[src/hw/rtl/bts_queue.sv]
// ---------------------------------------------------------------------------
// Small register queue
// First-in first-out buffer with full and empty flags.
// ---------------------------------------------------------------------------
module bts_queue #(
    parameter int WIDTH = 8,
    parameter int DEPTH = 4
) (
    input  logic             i_clk,
    input  logic             i_rst_n,
    input  logic             i_push,
    input  logic [WIDTH-1:0] i_data,
    input  logic             i_pop,
    output logic [WIDTH-1:0] o_data,
    output logic             o_full,
    output logic             o_empty
);

    localparam int PW = $clog2(DEPTH);
    localparam int CW = $clog2(DEPTH + 1);

    logic [WIDTH-1:0] r_mem [DEPTH];
    logic [PW-1:0]    r_wptr, n_wptr;
    logic [PW-1:0]    r_rptr, n_rptr;
    logic [CW-1:0]    r_count, n_count;
    logic             do_push, do_pop;

    assign do_push = i_push && !o_full;
    assign do_pop  = i_pop && !o_empty;

    // Pointer and occupancy update.
    always_comb begin
        n_wptr  = r_wptr;
        n_rptr  = r_rptr;
        n_count = r_count;
        if (do_push) begin
            n_wptr = (r_wptr == PW'(DEPTH - 1)) ? '0 : r_wptr + 1'b1;
        end
        if (do_pop) begin
            n_rptr = (r_rptr == PW'(DEPTH - 1)) ? '0 : r_rptr + 1'b1;
        end
        if (do_push && !do_pop) begin
            n_count = r_count + 1'b1;
        end else if (do_pop && !do_push) begin
            n_count = r_count - 1'b1;
        end
    end

    always_ff @(posedge i_clk) begin
        if (!i_rst_n) begin
            r_wptr  <= '0;
            r_rptr  <= '0;
            r_count <= '0;
        end else begin
            r_wptr  <= n_wptr;
            r_rptr  <= n_rptr;
            r_count <= n_count;
        end
    end

    // Storage needs no reset.
    always_ff @(posedge i_clk) begin
        if (do_push) begin
            r_mem[r_wptr] <= i_data;
        end
    end

    assign o_data  = r_mem[r_rptr];
    assign o_full  = (r_count == CW'(DEPTH));
    assign o_empty = (r_count == '0);

endmodule

[config.mk]
export PLATFORM = sky130hd
export DESIGN_NAME = bts_queue
export DESIGN_NICKNAME = d
export VERILOG_FILES = /design/src/hw/rtl/bts_queue.sv
export SDC_FILE = /design/constraint.sdc
export NUM_CORES = 1
export LEC_CHECK = 0
export ABC_AREA = 1
export ABC_CLOCK_PERIOD_IN_PS = 2310
export BUFFER_PORTS_ARGS = -buffer_cell sky130_fd_sc_hd__buf_4
export CAP_MARGIN = 20
export CORE_MARGIN = 3
export CORE_UTILIZATION = 30
export CTS_CLUSTER_SIZE = 12
export DETAILED_ROUTE_END_ITERATION = 7
export GPL_TIMING_DRIVEN = 0
export PLACE_DENSITY_LB_ADDON = 0.25
export SYNTH_ARGS = -nofsm -noshare
export SYNTH_HDL_FRONTEND = slang
export SYNTH_SLANG_ARGS = --single-unit
[constraint.sdc]
create_clock -name i_clk -period 2.31 [get_ports i_clk]
set_input_delay 0.693 -clock i_clk [delete_from_list [all_inputs] [get_ports i_clk]]
set_output_delay 0.693 -clock i_clk [all_outputs]
set_load 0.02 [all_outputs]
After elaboration in Yosys (flattened, before gate mapping)

Memories as Yosys holds them, arrays and structs flattened. A register that Yosys moved wholly into a read port is not among the register bits.
Cells that the tools add are included.

Flip-flop bits (word level): 7
Memory bits (writable): 32
Bits of input ports: 12
Output and inout port bits: 10
Logic and storage cells: 29
Memories: 1

Add/subtract/negate cells: 4
Equality and inequality tests: 3
Mux-type cells: 8
Reduce and logical (&&, ||, !) cells: 10

Memories:

| name  | depth | bits a word | read ports | clocked after Yosys merged registers in | write ports | line | source |
|---|---|---|---|---|---|---|---|
| r_mem | 4     | 8           | 1          | 1                                       | 1           | 22   | `logic [WIDTH-1:0] r_mem [DEPTH];` |

Operators with widths:

| cell                                                                | count |
|---|---|
| 2-bit two-way mux                                                   | 4 |
| 3-bit two-way mux                                                   | 2 |
| 2-bit by 1-bit adder with 2-bit output (second input constant)      | 2 |
| 2-bit == test (second input constant)                               | 2 |
| 1-bit logical AND                                                   | 4 |
| 1-bit logical NOT                                                   | 4 |
| 3-bit by 1-bit adder with 3-bit output (second input constant)      | 1 |
| 3-bit == test (second input constant)                               | 1 |
| 3-bit logical NOT                                                   | 1 |
| 3-bit by 1-bit subtractor with 3-bit output (second input constant) | 1 |
| 1-bit two-way mux                                                   | 2 |
| 2-bit nonzero test                                                  | 1 |

Logic depth before layout (Yosys ltp)

Depth in word-level cells: 7
Depth in mapped cells: 13
Gate-level depth less buffers: 13

Worst setup path after synthesis

No wires, ideal clock.

Path kind: input to register
From: input port i_push
To: register r_count[1]
Setup time: 0.116 ns
Arrival time: 1.696 ns
Required time: 2.194 ns
Path slack: 0.499 ns
Stages: 7
Buffers on the path: 0
Cell sequence: nand2_2 inv_1 ha_1 inv_1 fa_1 o21ai_0 nor2_1

Elaborated cells on any way between the ends: 6
Those cells by class: 1 x mux; 5 x reduce/logical

RTL lines:

| what                 | line | source |
|---|---|---|
| from (decl)          | 11   | `input logic i_push,` |
| 1-bit logical AND    | 28   | `assign do_push = i_push && !o_full;` |
| via do_push          | 26   | `logic do_push, do_pop;` |
| 1-bit logical AND    | 42   | `if (do_push && !do_pop) begin` |
| 3-bit two-way mux    | 42   |  |
| via n_count[1]       | 25   | `logic [CW-1:0] r_count, n_count;` |
| to (signal assigned) | 57   | `r_count <= n_count;` |
| to (decl)            | 25   |  |

The timed path passes the listed nets, and every way through them passes these cells.
A chain may end at the register's enable or synchronous reset.

==> results.json <==
{
  "worstSetupStartpointType": "flip-flop",
  "fin_skew_ns": 0.00221,
  "core-area_sq_um": 5270,
  "hold_buffers": 0,
  "synth_top_area_share": 0.568,
  "drc_errors": 0,
  "initial_utilization": 0.321,
  "criticalPathCategory": "flip-flop to output port",
  "area_growth_pct": 19.4,
  "regToRegSetupSlack_ns": 0.43,
  "whs_ns": 0.513,
  "drt_iter0_drc": 63,
  "grt_usage": 0.115,
  "wl_per_cell_um": 13.0,
  "p_int_mw": 1.47,
  "port_buffers": 21,
  "synth-async-reset-ratio": 0,
  "ys_seq_area_frac": 0.674,
  "grt_pass1_wl_mm": 5.42,
  "numCtsBuffers": 5,
  "rsz0062_at_grt": "no",
  "slew_violations": 0,
  "fp-row-count": 26,
  "fmax_ghz": 0.465,
  "synthTopCellsByArea": "edfxtp_1 (57%), dfxtp_1 (11%), nor2_1 (7.3%), ha_1 (4.4%), o21ai_0 (4.1%)",
  "synthFlopType": "edfxtp_1",
  "seqPwrFrac": 0.437,
  "firstDrtPassIters": 4,
  "yosys_warnings": 0,
  "worstPathArrival_ns": 1.46,
  "grt_overflow": 0,
  "layout_worst_path_cycle_share": 0.931,
  "swShare": 0.361,
  "tightest_slew_ns": 0.870,
  "synth_common_cells": "nor2_1 (33), edfxtp_1 (32), inv_1 (18), nand2_1 (14), o21ai_0 (14)",
  "ir_worst_vdd_mv": 0.471,
  "worstPathRequired_ns": 1.62,
  "wirelength_mm": 3.21,
  "fin_cells": 247,
  "critPathCaptureType": "output port",
  "yosysTopAreaCell": "edfxtp_1",
  "hold_viol_final": 0,
  "cts.sinks": 41,
  "antennaDiodeCount": 0,
  "fin_nets": 195,
  "netlist_instances": 148,
  "grt_max_degree": 12,
  "worstHoldEndpoint": "r_count[0]",
  "clk_latency_ns": 0.28,
  "synth.most_common_cell": "nor2_1",
  "antenna_found_initial": 0,
  "setup_tns_ns": 0,
  "fin_area_sq_um": 2020,
  "synth.avg_cell_area_sq_um": 11.4,
  "pwr-share-comb": 0.373,
  "hp-class": "flip-flop to flip-flop",
  "cts_tree": "yes",
  "viasPerCell": 4.40,
  "rr_worst_depth": 9,
  "clk_pin_slew_ns": 0.07,
  "drive_gt1_frac": 0.198,
  "ys_types": 18,
  "grt_pass1_vias": 1103,
  "synth_seq_cells": 41,
  "cts_root_buffer": "clkbuf_8",
  "clkPwrFrac": 0.190,
  "setup_violations": 0,
  "rr_startpoint": "r_count[1]",
  "fin_crit_ns": 2.15,
  "status": "finished, final reports clean",
  "syn_nets": 167,
  "clock_path_buffers": 2,
  "io_pins": 22,
  "htreeDepth": 2,
  "holdPathStages": 2,
  "drv_cap": 0,
  "p_sw_mw": 0.828,
  "p_per_area_nw_per_um2": 1140,
  "fp.dieH_um": 81.1,
  "dpl.cell_count": 239,
  "cp_max_fo": 9,
  "vias": 1086,
  "power_leakage_nw": 0.802,
  "syn_area_sq_um": 1690,
  "place_hpwl_mm": 2.20,
  "min_from": "r_count[0]",
  "die-area_sq_um": 6580,
  "post_dp_cell_area_sq_um": 1940,
  "r2r_end": "r_count[1]",
  "synth_edf_count": 32,
  "die_w_um": 81.1,
  "ant_nets": 0,
  "gp_congestion": 0.717,
  "relSlewSlack": 0.418
}
-- per-stage QoR --
step / power [mW] / util / setup slack [ns]
finish: 2.29 / 0.383 / 0.159
global route: 2.49 / 0.383 / 0.0544
CTS: 2.32 / 0.383 / 0.0563
detailed placement: 1.88 / 0.368 / 0.259
global placement: 1.84 / 0.368 / 0.305
floorplan: 1.56 / - / 0.499
-- area by class of cell --
class	instances	area, sq um
inverter	19	71.3
clock buffer	8	80.1
timing repair buffer	21	158
multi-input combinational	86	458
sequential	41	1140
fill	530	3250
tap	70	87.6
buffer	2	22.5
-- metal layers --
layer | share of wire | up-vias | global-route usage | wire length (um)
met3 | 0.057 | 6 | 0.0499 | 183
met1 | 0.45 | 501 | 0.139 | 1430
met5 | 0 | - | 0 | 0
met4 | 0.015 | 0 | 0.0405 | 48
met2 | 0.48 | 25 | 0.181 | 1550
li1 | - | 554 | - | -
-- worst max-delay path, cell delays in order (launching register included) --
cell     delay [ns]
dfxtp_2        0.38
inv_1          0.26
o21ai_0        0.16
o22ai_1        0.18
buf_4          0.18
-- placed cells by master, fill, tap and decap left out --
cell type / instances
fa_1: 1
nor2_1: 33
o22ai_1: 8
nand2_1: 14
nand2_2: 1
a21oi_1: 2
edfxtp_1: 32
inv_2: 1
dfxtp_2: 2
clkbuf_8: 5
o21ai_1: 1
nand3_1: 1
ha_1: 6
o21ai_0: 14
nand3b_1: 1
clkbuf_1: 3
nand4_1: 1
buf_6: 2
buf_4: 21
dfxtp_1: 7
inv_1: 18
o21ai_2: 3
-- logic make-up (layout without fill, tap and decap cells) --
kind of cell,count (synthesis),in the layout,synth area share
flip-flops,41,41,0.674
adder cells (fa/ha/maj),7,7,0.0562
buffers and inverters,21,50,0.0554
AO/OA/AOI/OAI,28,28,0.0953
AND/OR/NAND/NOR,51,51,0.119
-- registers in the layout (all words and copies together), names as in the netlist, named ones only --
| signal | cells |
|---|---|
| r_count | 3 |
| r_mem | 32 |
| r_rptr | 2 |
| r_wptr | 2 |
-- worst max path at each step --
stage                      end  slack, ns  depth (start not counted)
floorplan           r_count[1]       0.50                          7
global placement    r_count[1]       0.31                          8
detailed placement  r_count[1]       0.26                          8
CTS                  o_data[1]       0.06                          4
global route         o_data[1]       0.05                          4
finish               o_data[1]       0.16                          4
-- power groups by stage --
stage	registers, mW	logic [mW]	clock network [mW]
2_1_floorplan	0.991	0.566	0
3_3_place_gp	1.01	0.832	0
3_5_place_dp	1.02	0.863	0
4_1_cts	1.00	0.867	0.449
5_1_grt	1.02	0.977	0.490
6_report	1.00	0.856	0.437
-- timing repair --
| item | in CTS | in global routing |
|---|---|---|
| resized for setup | 0 | 2 |
| buffers inserted | 0 | 0 |
| setup endpoints to repair | 0 | 5 |
(Power assumes the default switching activity.)
