[config.mk]
export PLATFORM = sky130hd
export DESIGN_NAME = bts_front
export DESIGN_NICKNAME = d
export VERILOG_FILES = /design/src/hw/rtl/bts_pkg.sv /design/src/hw/rtl/bts_front.sv
export SDC_FILE = /design/constraint.sdc
export NUM_CORES = 1
export LEC_CHECK = 0
export BUFFER_PORTS_ARGS = -buffer_cell sky130_fd_sc_hd__buf_2
export CAP_MARGIN = 10
export CORE_UTILIZATION = 60
export CTS_CLUSTER_DIAMETER = 200
export DETAILED_ROUTE_END_ITERATION = 10
export PLACE_DENSITY = 0.83
export RECOVER_POWER = 25
export SETUP_SLACK_MARGIN = 0.1
export SLEW_MARGIN = 20
export SYNTH_ARGS = -nofsm -noshare
export SYNTH_HDL_FRONTEND = slang
export SYNTH_SLANG_ARGS = --single-unit
[constraint.sdc]
create_clock -name i_clk -period 9.2 [get_ports i_clk]
set_input_delay 1.84 -clock i_clk [delete_from_list [all_inputs] [get_ports i_clk]]
set_output_delay 1.84 -clock i_clk [all_outputs]
set_load 0.01 [all_outputs]
[src/hw/rtl/bts_pkg.sv]
// ---------------------------------------------------------------------------
// Bilinear texture sampler package
// Item, result and texel types, plus register indexes and queue depths
// shared by the sampler's modules.
// ---------------------------------------------------------------------------
package bts_pkg;

    // One input item: either a texel write or a sample request.
    typedef struct packed {
        logic               kind;
        logic [7:0]         texel_x;
        logic [7:0]         texel_y;
        logic [15:0]        write_red;
        logic [15:0]        write_green;
        logic [15:0]        write_blue;
        logic signed [19:0] coord_u;
        logic signed [19:0] coord_v;
        logic               clamp_u;
        logic               clamp_v;
    } t_in_item;

    // One filtered result.
    typedef struct packed {
        logic [15:0] sample_red;
        logic [15:0] sample_green;
        logic [15:0] sample_blue;
    } t_result;

    // One stored texel, three Q4.12 channels.
    typedef struct packed {
        logic [15:0] red;
        logic [15:0] green;
        logic [15:0] blue;
    } t_texel;

    // Item kinds.
    localparam logic KIND_WRITE  = 1'b0;
    localparam logic KIND_SAMPLE = 1'b1;

    // Configuration port layout and register indexes.
    localparam int CFG_IDX_W  = 4;
    localparam int CFG_DATA_W = 9;
    localparam logic [CFG_IDX_W-1:0] CFG_WIDTH_IN_USE  = 4'd0;
    localparam logic [CFG_IDX_W-1:0] CFG_HEIGHT_IN_USE = 4'd1;

    // Queue depths.
    localparam int MID_DEPTH = 4;
    localparam int OUT_DEPTH = 8;

endpackage

[src/hw/rtl/bts_front.sv]
// ---------------------------------------------------------------------------
// Sampler front end
// Holds the size registers and maps each accepted sample's coordinates
// onto the texture, giving scaled fixed-point positions for the back end.
// ---------------------------------------------------------------------------
module bts_front #(
    parameter int MAX_WIDTH  = 256,
    parameter int MAX_HEIGHT = 256,
    parameter int FRAC_BITS  = 16,
    parameter int SWW        = $clog2(MAX_WIDTH + 1),
    parameter int SHW        = $clog2(MAX_HEIGHT + 1),
    parameter int CW         = ((FRAC_BITS + 1) > 20) ? (FRAC_BITS + 1) : 20,
    parameter int PXW        = CW + SWW + 1,
    parameter int PYW        = CW + SHW + 1
) (
    input  logic                           i_clk,
    input  logic                           i_rst_n,
    input  logic                           i_cfg_valid,
    input  logic [bts_pkg::CFG_IDX_W-1:0]  i_cfg_index,
    input  logic [bts_pkg::CFG_DATA_W-1:0] i_cfg_data,
    input  bts_pkg::t_in_item              i_item,
    output logic [SWW-1:0]                 o_width,
    output logic [SHW-1:0]                 o_height,
    output logic signed [PXW-1:0]          o_px,
    output logic signed [PYW-1:0]          o_py
);

    import bts_pkg::*;

    localparam int W_RESET = (256 > MAX_WIDTH) ? MAX_WIDTH : 256;
    localparam int H_RESET = (256 > MAX_HEIGHT) ? MAX_HEIGHT : 256;

    logic [SWW-1:0]       r_width, n_width;
    logic [SHW-1:0]       r_height, n_height;
    logic signed [CW-1:0] cu_full, cv_full, cu_sel, cv_sel;

    // The size registers hold the effective size: zero reads as one and
    // values above the store's extent saturate.
    always_comb begin
        n_width  = r_width;
        n_height = r_height;
        if (i_cfg_valid && i_cfg_index == CFG_WIDTH_IN_USE) begin
            if (i_cfg_data == '0) begin
                n_width = SWW'(1);
            end else if (32'(i_cfg_data) > MAX_WIDTH) begin
                n_width = SWW'(MAX_WIDTH);
            end else begin
                n_width = SWW'(i_cfg_data);
            end
        end
        if (i_cfg_valid && i_cfg_index == CFG_HEIGHT_IN_USE) begin
            if (i_cfg_data == '0) begin
                n_height = SHW'(1);
            end else if (32'(i_cfg_data) > MAX_HEIGHT) begin
                n_height = SHW'(MAX_HEIGHT);
            end else begin
                n_height = SHW'(i_cfg_data);
            end
        end
    end

    always_ff @(posedge i_clk) begin
        if (!i_rst_n) begin
            r_width  <= SWW'(W_RESET);
            r_height <= SHW'(H_RESET);
        end else begin
            r_width  <= n_width;
            r_height <= n_height;
        end
    end

    // Wrap mode keeps the low fraction bits only, which is floor modulo one.
    always_comb begin
        cu_full = CW'(i_item.coord_u);
        cv_full = CW'(i_item.coord_v);
        cu_sel  = i_item.clamp_u ? cu_full
                                 : {{(CW - FRAC_BITS){1'b0}}, cu_full[FRAC_BITS-1:0]};
        cv_sel  = i_item.clamp_v ? cv_full
                                 : {{(CW - FRAC_BITS){1'b0}}, cv_full[FRAC_BITS-1:0]};
    end

    // Scale each coordinate by the size in use; one multiplier per axis.
    assign o_px = PXW'(cu_sel) * $signed({1'b0, r_width});
    assign o_py = PYW'(cv_sel) * $signed({1'b0, r_height});

    assign o_width  = r_width;
    assign o_height = r_height;

endmodule

# [Word level (Yosys, flattened, before mapping)]
# Index checks and enable logic that the tools add are counted.
[word_totals] out_inout_bits=78 latch_bits=0 memories=0 word_cells=14 ff_bits=18 ram_bits=0 input_bits=123 rom_bits=0
[op_classes] magnitude_cmp=1 n_eq_ne=1 mul=2 div_mod_pow=0 bitwise_logic=0 reduce_logical=4 shifts=0 add_sub_neg=0 muxes=4
[ops] cell="$mul 20x10->30" n=2
[ops] cell="$mux 20" n=2
[ops] cell="$mux 9" n=2
[ops] cell="$gt 9x9->1 const B" n=1
[ops] cell="$logic_not 9->1" n=1
[ops] cell="$eq 4x1->1 const B" n=1
[ops] cell="$logic_not 4->1" n=1
[ops] cell="$logic_and 1x1->1" n=2

# [Longest topological paths before layout]
# Gate-level depths: netlist of run 1.
[logic_depth] ltp_word=3 mapped_depth=21 mapped_depth_nobuf=20

# [Least setup slack after synthesis of run 1]
# No wires, ideal clock.
[synth_path] kind="input-to-output" start="input port i_item[1] (netlist name)" end="output port o_px[27]" arrival_ns=6.666 stages=18 n_path_buf=2 required_ns=7.360 path_slack_ns=0.694 path_cell_list="clkbuf_1 and2_1 clkbuf_1 nand2_1 fa_1 inv_1 fa_1 fa_1 fa_1 fa_1 ha_1 a21o_1 a21o_1 a31oi_1 o211ai_1 a41oi_2 nor3_1 a311o_1"
[synth_between] elab_chain_len=2
[synth_lines] item="start: declaration" line="bts_front.sv:21" text="input bts_pkg::t_in_item i_item,"
[synth_lines] item="$mux 20" line="bts_front.sv:76" text="cu_sel = i_item.clamp_u ? cu_full"
[synth_lines] item="$mul 20x10->30" line="bts_front.sv:83" text="assign o_px = PXW'(cu_sel) * $signed({1'b0, r_width});"
[synth_lines] item="end: declaration" line="bts_front.sv:24" text="output logic signed [PXW-1:0] o_px,"
# Every way passes these cells.

# [Worst setup path after layout of run 1]
[layout_path] start="input port i_item[29] (netlist name)" end="output port o_px[21]"
# Same word-level chain as after synthesis.

==> results of run 1 <==
[registers in the layout (all words and copies together) (netlist names)]
register / flops
o_width: 9
o_height: 9
[synth_stat cells, drive strengths merged, types with 2 or more instances]
cell type / count / share of area
dfxtp: 18 / 0.026
a31oi: 8 / 0.0036
and2: 182 / 0.082
clkbuf: 57 / 0.015
buf: 2 / 0.00063
nand3: 15 / 0.0054
nor2: 28 / 0.0076
inv: 347 / 0.094
nor2b: 23 / 0.010
nand2: 198 / 0.053
or2: 2 / 0.00090
mux2i: 19 / 0.014
a21o: 22 / 0.012
o31ai: 2 / 0.0011
a211oi: 9 / 0.0056
nand4: 2 / 0.00090
o211ai: 6 / 0.0040
ha: 130 / 0.12
fa: 300 / 0.43
nor4: 5 / 0.0027
nor3: 7 / 0.0029
a21boi: 4 / 0.0022
xor2: 13 / 0.0082
nand2b: 6 / 0.0027
a21oi: 47 / 0.017
a41oi: 5 / 0.0037
and3: 28 / 0.013
a311o: 4 / 0.0030
o21bai: 8 / 0.0043
xnor2: 45 / 0.028
o21a: 6 / 0.0032
o21ai: 33 / 0.012
[where the power goes]
group	switching (W)	internal (W)	total, W
clock	0.0000260	0.0000570	0.0000830
combinational	0.000165	0.000116	0.000281
sequential	0.00000386	0.0000788	0.0000826
[stage by stage]
step	total power, W	worst slack [ps]	utilization
4_1_cts	0.0004474	214.3	0.6554
3_5_place_dp	0.0003642	220.0	0.6521
6_report	0.0004465	331.0	0.6554
5_1_grt	0.0004890	109.6	0.6554
3_3_place_gp	0.0003553	325.9	0.6517
2_1_floorplan	0.0002719	694.5	-
[what timing repair did]
action | in CTS | in global routing
buffers inserted | 0 | 0
setup endpoints to repair | 0 | 10
gates resized for setup | 0 | 9
endpoints found under the hold margin | 0 | 0
[worst max-delay path, delay by kind of cell]
kind | cells | cell delay, ps
xor gates and xnor gates | 1 | 140
AOI/OAI and AO/OA | 5 | 1180
adders and majority gates | 6 | 2900
and+or+nand+nor | 2 | 360
buffers and inverters | 7 | 590
[placed cells by master, fill, tap and decap left out, types with 19 or more instances in the layout]
cell type	n
a21oi_1	46
and3_1	28
inv_1	347
and2_1	179
nor2_1	28
mux2i_1	19
buf_2	129
nand2_1	198
nor2b_1	23
o21ai_0	29
a21o_1	22
ha_1	130
xnor2_1	45
fa_1	298
[layout make-up]
cell class | count | share of cell area
multi-input combinational | 1173 | 0.8108
tap | 285 | 0.02403
timing repair buffer | 141 | 0.04806
inverter | 347 | 0.08778
sequential | 18 | 0.02429
clock buffer | 3 | 0.005059
[per-layer routing]
metal | up-vias | part of all wire | GRT usage
li1 | 5034 | - | -
met5 | - | 0 | 0
met3 | 46 | 0.035 | 0.01681
met4 | 0 | 0.016 | 0.05381
met2 | 277 | 0.52 | 0.4935
met1 | 5570 | 0.43 | 0.3622
[cells by family after synthesis]
kind of cell | after synthesis | synth area share
AND/OR/NAND/NOR | 502 | 0.1855
multiplexers | 19 | 0.01369
flip-flops | 18 | 0.02593
adder cells (fa/ha/maj) | 430 | 0.5493
buffers and inverters | 406 | 0.1099
XOR/XNOR | 58 | 0.03656
AO/OA/AOI/OAI | 164 | 0.07915
[worst max path at each step]
stage / endpoint / cells after the start / startpoint
floorplan: o_px[27] / 18 / i_item[1]
global placement: o_px[27] / 18 / i_item[1]
detailed placement: o_px[27] / 18 / i_item[1]
CTS: o_px[27] / 19 / i_item[1]
global route: o_py[29] / 19 / i_item[0]
finish: o_px[21] / 21 / i_item[29]
==> metrics.cfg, run 1 <==
[status]
status=finished, violations left
violations=capacitance limit, slew limit

[critical_path]
crit_path_start_kind=primary input
worstReg2RegStart=o_height[2]
endpoint_kind=output port
cp_max_fo=9
critPathArrivalTime_ps=7030
r2r-end=o_height[2]
regToRegSetupSlack_ps=7790
crit_chain=buf_2 > nand2_1 > fa_1 > inv_1 > fa_1 > inv_1 > fa_1 > inv_1 > fa_1 > inv_1 > fa_1 > inv_1 > ha_1 > a211oi_2 > o21bai_1 > o311ai_1 > nand3_1 > a41o_1 > a21oi_1 > xnor2_1 > buf_2
crit_slowest_cell=fa_1
critPathRequiredTime_ps=7360
critical_path_class=in -> out
r2r_cells=2
critPathMaxStageDelay_ps=560

[final_layout]
area_delta_synth_final_pct=6.790
diodes=0
multi_input_area_um2=12030
instances_no_fill=1967
final_cell_area_um2=14840
seq_area_um2=360.3
nNetsFinal=2237
fill_cells=1894
drive_above_1_share=0.09453

[synth]
async_flop_share=0
ys_warn_count=0
syn_nets=2150
syn_avg_cell_area_um2=8.700
ys_seq_area_frac=0.02593
synthFlopType=dfxtp_1
synth-edff-count=0
yosysUniqueCellTypes=60
syn_inst=1597
ys_seq_elements=18
syn_area_um2=13890

[routing]
drtIter0Drc=571
wire_per_inst_um=15.41
drtPass1Iterations=5
drtAntennaViolNets=0
vias_per_cell=5.555
vias=10930
drc_errors=0
routed_wl_um=30310

[sta]
max_slew_margin=-0.4129
tns_ps=0
fin_skew_ps=0
final-hold-violation-count=0
worst_hold_slack_ps=532.1
rsz0062_at_grt=false
fmax_ghz=0.1128
drv_slew=10
tightestPinTransition_ps=2100
period_needed_ps=8869
setup_viol=0
finalCritPeriodShare=0.9640

[clocking]
cts.sinks=18
clk_pin_slew_ps=50
cts_hold_buf=0
htreeDepth=1
clockBufferDepth=2
cts_tree=built
cts_buffers=3
cts-root-buf=clkbuf_16
clk_latency_ps=240

[min_path]
worstHoldEndpoint=o_height[0]
holdPathStages=2
holdCritPathClass=reg -> reg
min_from=o_height[0]

[floorplan]
die_h_um=154.2
die_area_um2=23770
core-area_um2=22640
die_x_um=154.2
io_pins=201
num_rows=55
start_util=0.6137

[global_route]
grtUsageTotal=0.2723
overflow=0
antenna_found_initial=0
first_global_vias=11650
grt_max_degree=23
grt_first_pass_wirelength_um=53110

[power]
peakVddDrop_mv=0.08912
p_per_area_nw_per_um2=30.09
leakagePower_nw=8.460

[placed_design]
dpl.cell_count=1964
postPlaceCellArea_um2=14760
gp_congestion=0.8967
dp.final_hpwl_um=25430
port_buffers=135

[job]
drv_cap=1

Note: power is estimated with default switching activity, not from simulation.
==> run 2, diff against run 1 <==
Settings changed: RECOVER_POWER 25 to default.
Clock period 9.2 ns to 8.16 ns, I/O delays scaled along.
==> run 2 against run 1 <==
Sequential share of layout area shrank 0.30 points; cell count grew 6.2%; worst setup slack got worse by 440 ps; critical path depth is 2 lower; highest routed layer unchanged; final area increased by 14%; the flow finishes with violations (setup timing); clock power is 15% higher; first-iteration DRC count increased by 22%; largest power group unchanged; critical path type unchanged; sequential cell count unchanged; non-clock buffer count is 122 higher; sequential power up 13%.
==> metrics.cfg, run 2 (synthesis results as in run 1) <==
[critical_path]
crit_chain=buf_2 > nand2_1 > fa_1 > inv_1 > fa_1 > fa_1 > fa_1 > inv_1 > fa_1 > inv_1 > ha_4 > buf_4 > o21ai_0 > a31oi_4 > nor2_4 > o41ai_4 > a41oi_2 > xnor2_1 > buf_2
endpoint_kind=output port
critPathRequiredTime_ps=6530
crit_path_start_kind=primary input
crit_slowest_cell=fa_1
critPathArrivalTime_ps=6640
cp_max_fo=9
cpMostUsedCell=fa_1
critPathMaxStageDelay_ps=540
critical_path_class=in -> out

[global_route]
antenna_found_initial=0
grt_first_pass_wirelength_um=55650
first_global_vias=12420
overflow=0
grtUsageTotal=0.2851
grt_max_degree=23

[final_layout]
post-route-util=0.7468
diodes=0
layout_commonest_cell=inv_1
final_cell_mix=inv_1, fa_1, nand2_1
drive_above_1_share=0.2373
nNetsFinal=2359
area_delta_synth_final_pct=21.68

[floorplan]
die_x_um=154.2
die_area_um2=23770
start_util=0.6137
io_pins=201
num_rows=55
core-area_um2=22640
die_h_um=154.2

[sta]
fin_skew_ps=0
tightestPinTransition_ps=1031
fmax_ghz=0.1209
rsz0062_at_grt=true
final-hold-violation-count=0
drv_slew=0
setup_viol=2
max_slew_margin=0.3120
finalCritPeriodShare=1.014
period_needed_ps=8273
worst_slack_ps=-113.1

[status]
violations=setup timing
status=finished, violations left

[power]
peakVddDrop_mv=0.08617
p_per_area_nw_per_um2=36.67
leakagePower_nw=9.232
finalPower_w=0.0006200

[routing]
routed_wl_um=36210
drtPass1Iterations=5
drtAntennaViolNets=0
vias_per_cell=5.709
wire_per_inst_um=17.34
drc_errors=0
vias=11930
drtIter0Drc=696

[clocking]
cts_buffers=3
cts.sinks=18
clk_pin_slew_ps=50
cts-root-buf=clkbuf_16
cts_tree=built
clk_latency_ps=250
htreeDepth=1
clockBufferDepth=2

[placed_design]
port_buffers=135
dp.final_hpwl_um=26910
gp_congestion=0.9205

[min_path]
holdCritPathClass=reg -> reg

[job]
drv_cap=0

==> run 2: cell count changes in the layout (fill, tap and decap cells not counted), moves of 13 or more <==
cell,delta
buf_4,+109
ha_1,-32
ha_4,+29
buf_6,+26
buf_2,-23
fa_1,-18
fa_2,+18
and2_4,+16
inv_1,-15
inv_2,+15
nand2_1,-15
a21oi_1,-14
and2_1,-14
a21oi_2,+13
==> run 2: per-stage QoR <==
step                      area (um2)  TNS, ps  cells  hold slack [ps]  setup WS (ps)
final                          16910   -133.9   2089            562.8         -113.1
after detailed placement       15410   -558.8   2050            521.8         -115.1
after global placement         15410   -21.73   2050            501.9         -21.73
after floorplan                13900        0   1597            559.0          104.4
after global routing           16910   -836.1   2089            591.1         -187.2
after CTS                      15720        0   2060            570.7          86.43
==> run 2: area by class of cell <==
class | count | area, um2
sequential | 18 | 360.3
inverter | 347 | 1303
multi-input combinational | 1173 | 12910
clock buffer | 3 | 75.07
tap | 285 | 356.6
fill | 1505 | 5733
timing repair buffer | 263 | 1904
==> run 2: report_power, final <==
group,total [W],switching [W],internal (W)
registers,0.0000931,0.00000428,0.0000888
logic,0.000432,0.000233,0.000199
clock network,0.0000951,0.0000307,0.0000644
total,0.000620,0.000268,0.000352
==> run 2: repair_timing <==
item,4_1_cts,5_1_grt
setup endpoints to repair,20,30
setup buffers,7,30
pin swaps,26,161
hold buffers,0,0
endpoints found under the hold margin,0,0
resized for setup,41,233
==> run 2: routing by layer <==
metal / up-vias / part of all wire / wire [um] / global-route usage
met3: 118 / 0.054 / 1958 / 0.01793
met5: - / 0 / 0 / 0
met1: 6047 / 0.38 / 13900 / 0.3668
met4: 0 / 0.036 / 1315 / 0.06952
met2: 478 / 0.53 / 19040 / 0.5247
li1: 5284 / - / - / -
==> run 2: critical path: cells and delay by family <==
| family | cells | cell delay (ps) |
|---|---|---|
| AO/OA/AOI/OAI | 4 | 980 |
| buffers and inverters | 6 | 730 |
| adder cells (fa/ha/maj) | 6 | 2890 |
| XOR/XNOR | 1 | 200 |
| AND/OR/NAND/NOR | 2 | 190 |
==> run 2: final timing paths <==
check                   start     endpoint  slack [ps]  depth (start not counted)
setup / recovery   i_item[33]     o_px[28]        -110                         19
hold / removal    o_height[0]  o_height[0]         560                          2
setup reg to reg  o_height[1]  o_height[1]        6740                          2
hold reg to reg   o_height[0]  o_height[0]         560                          2
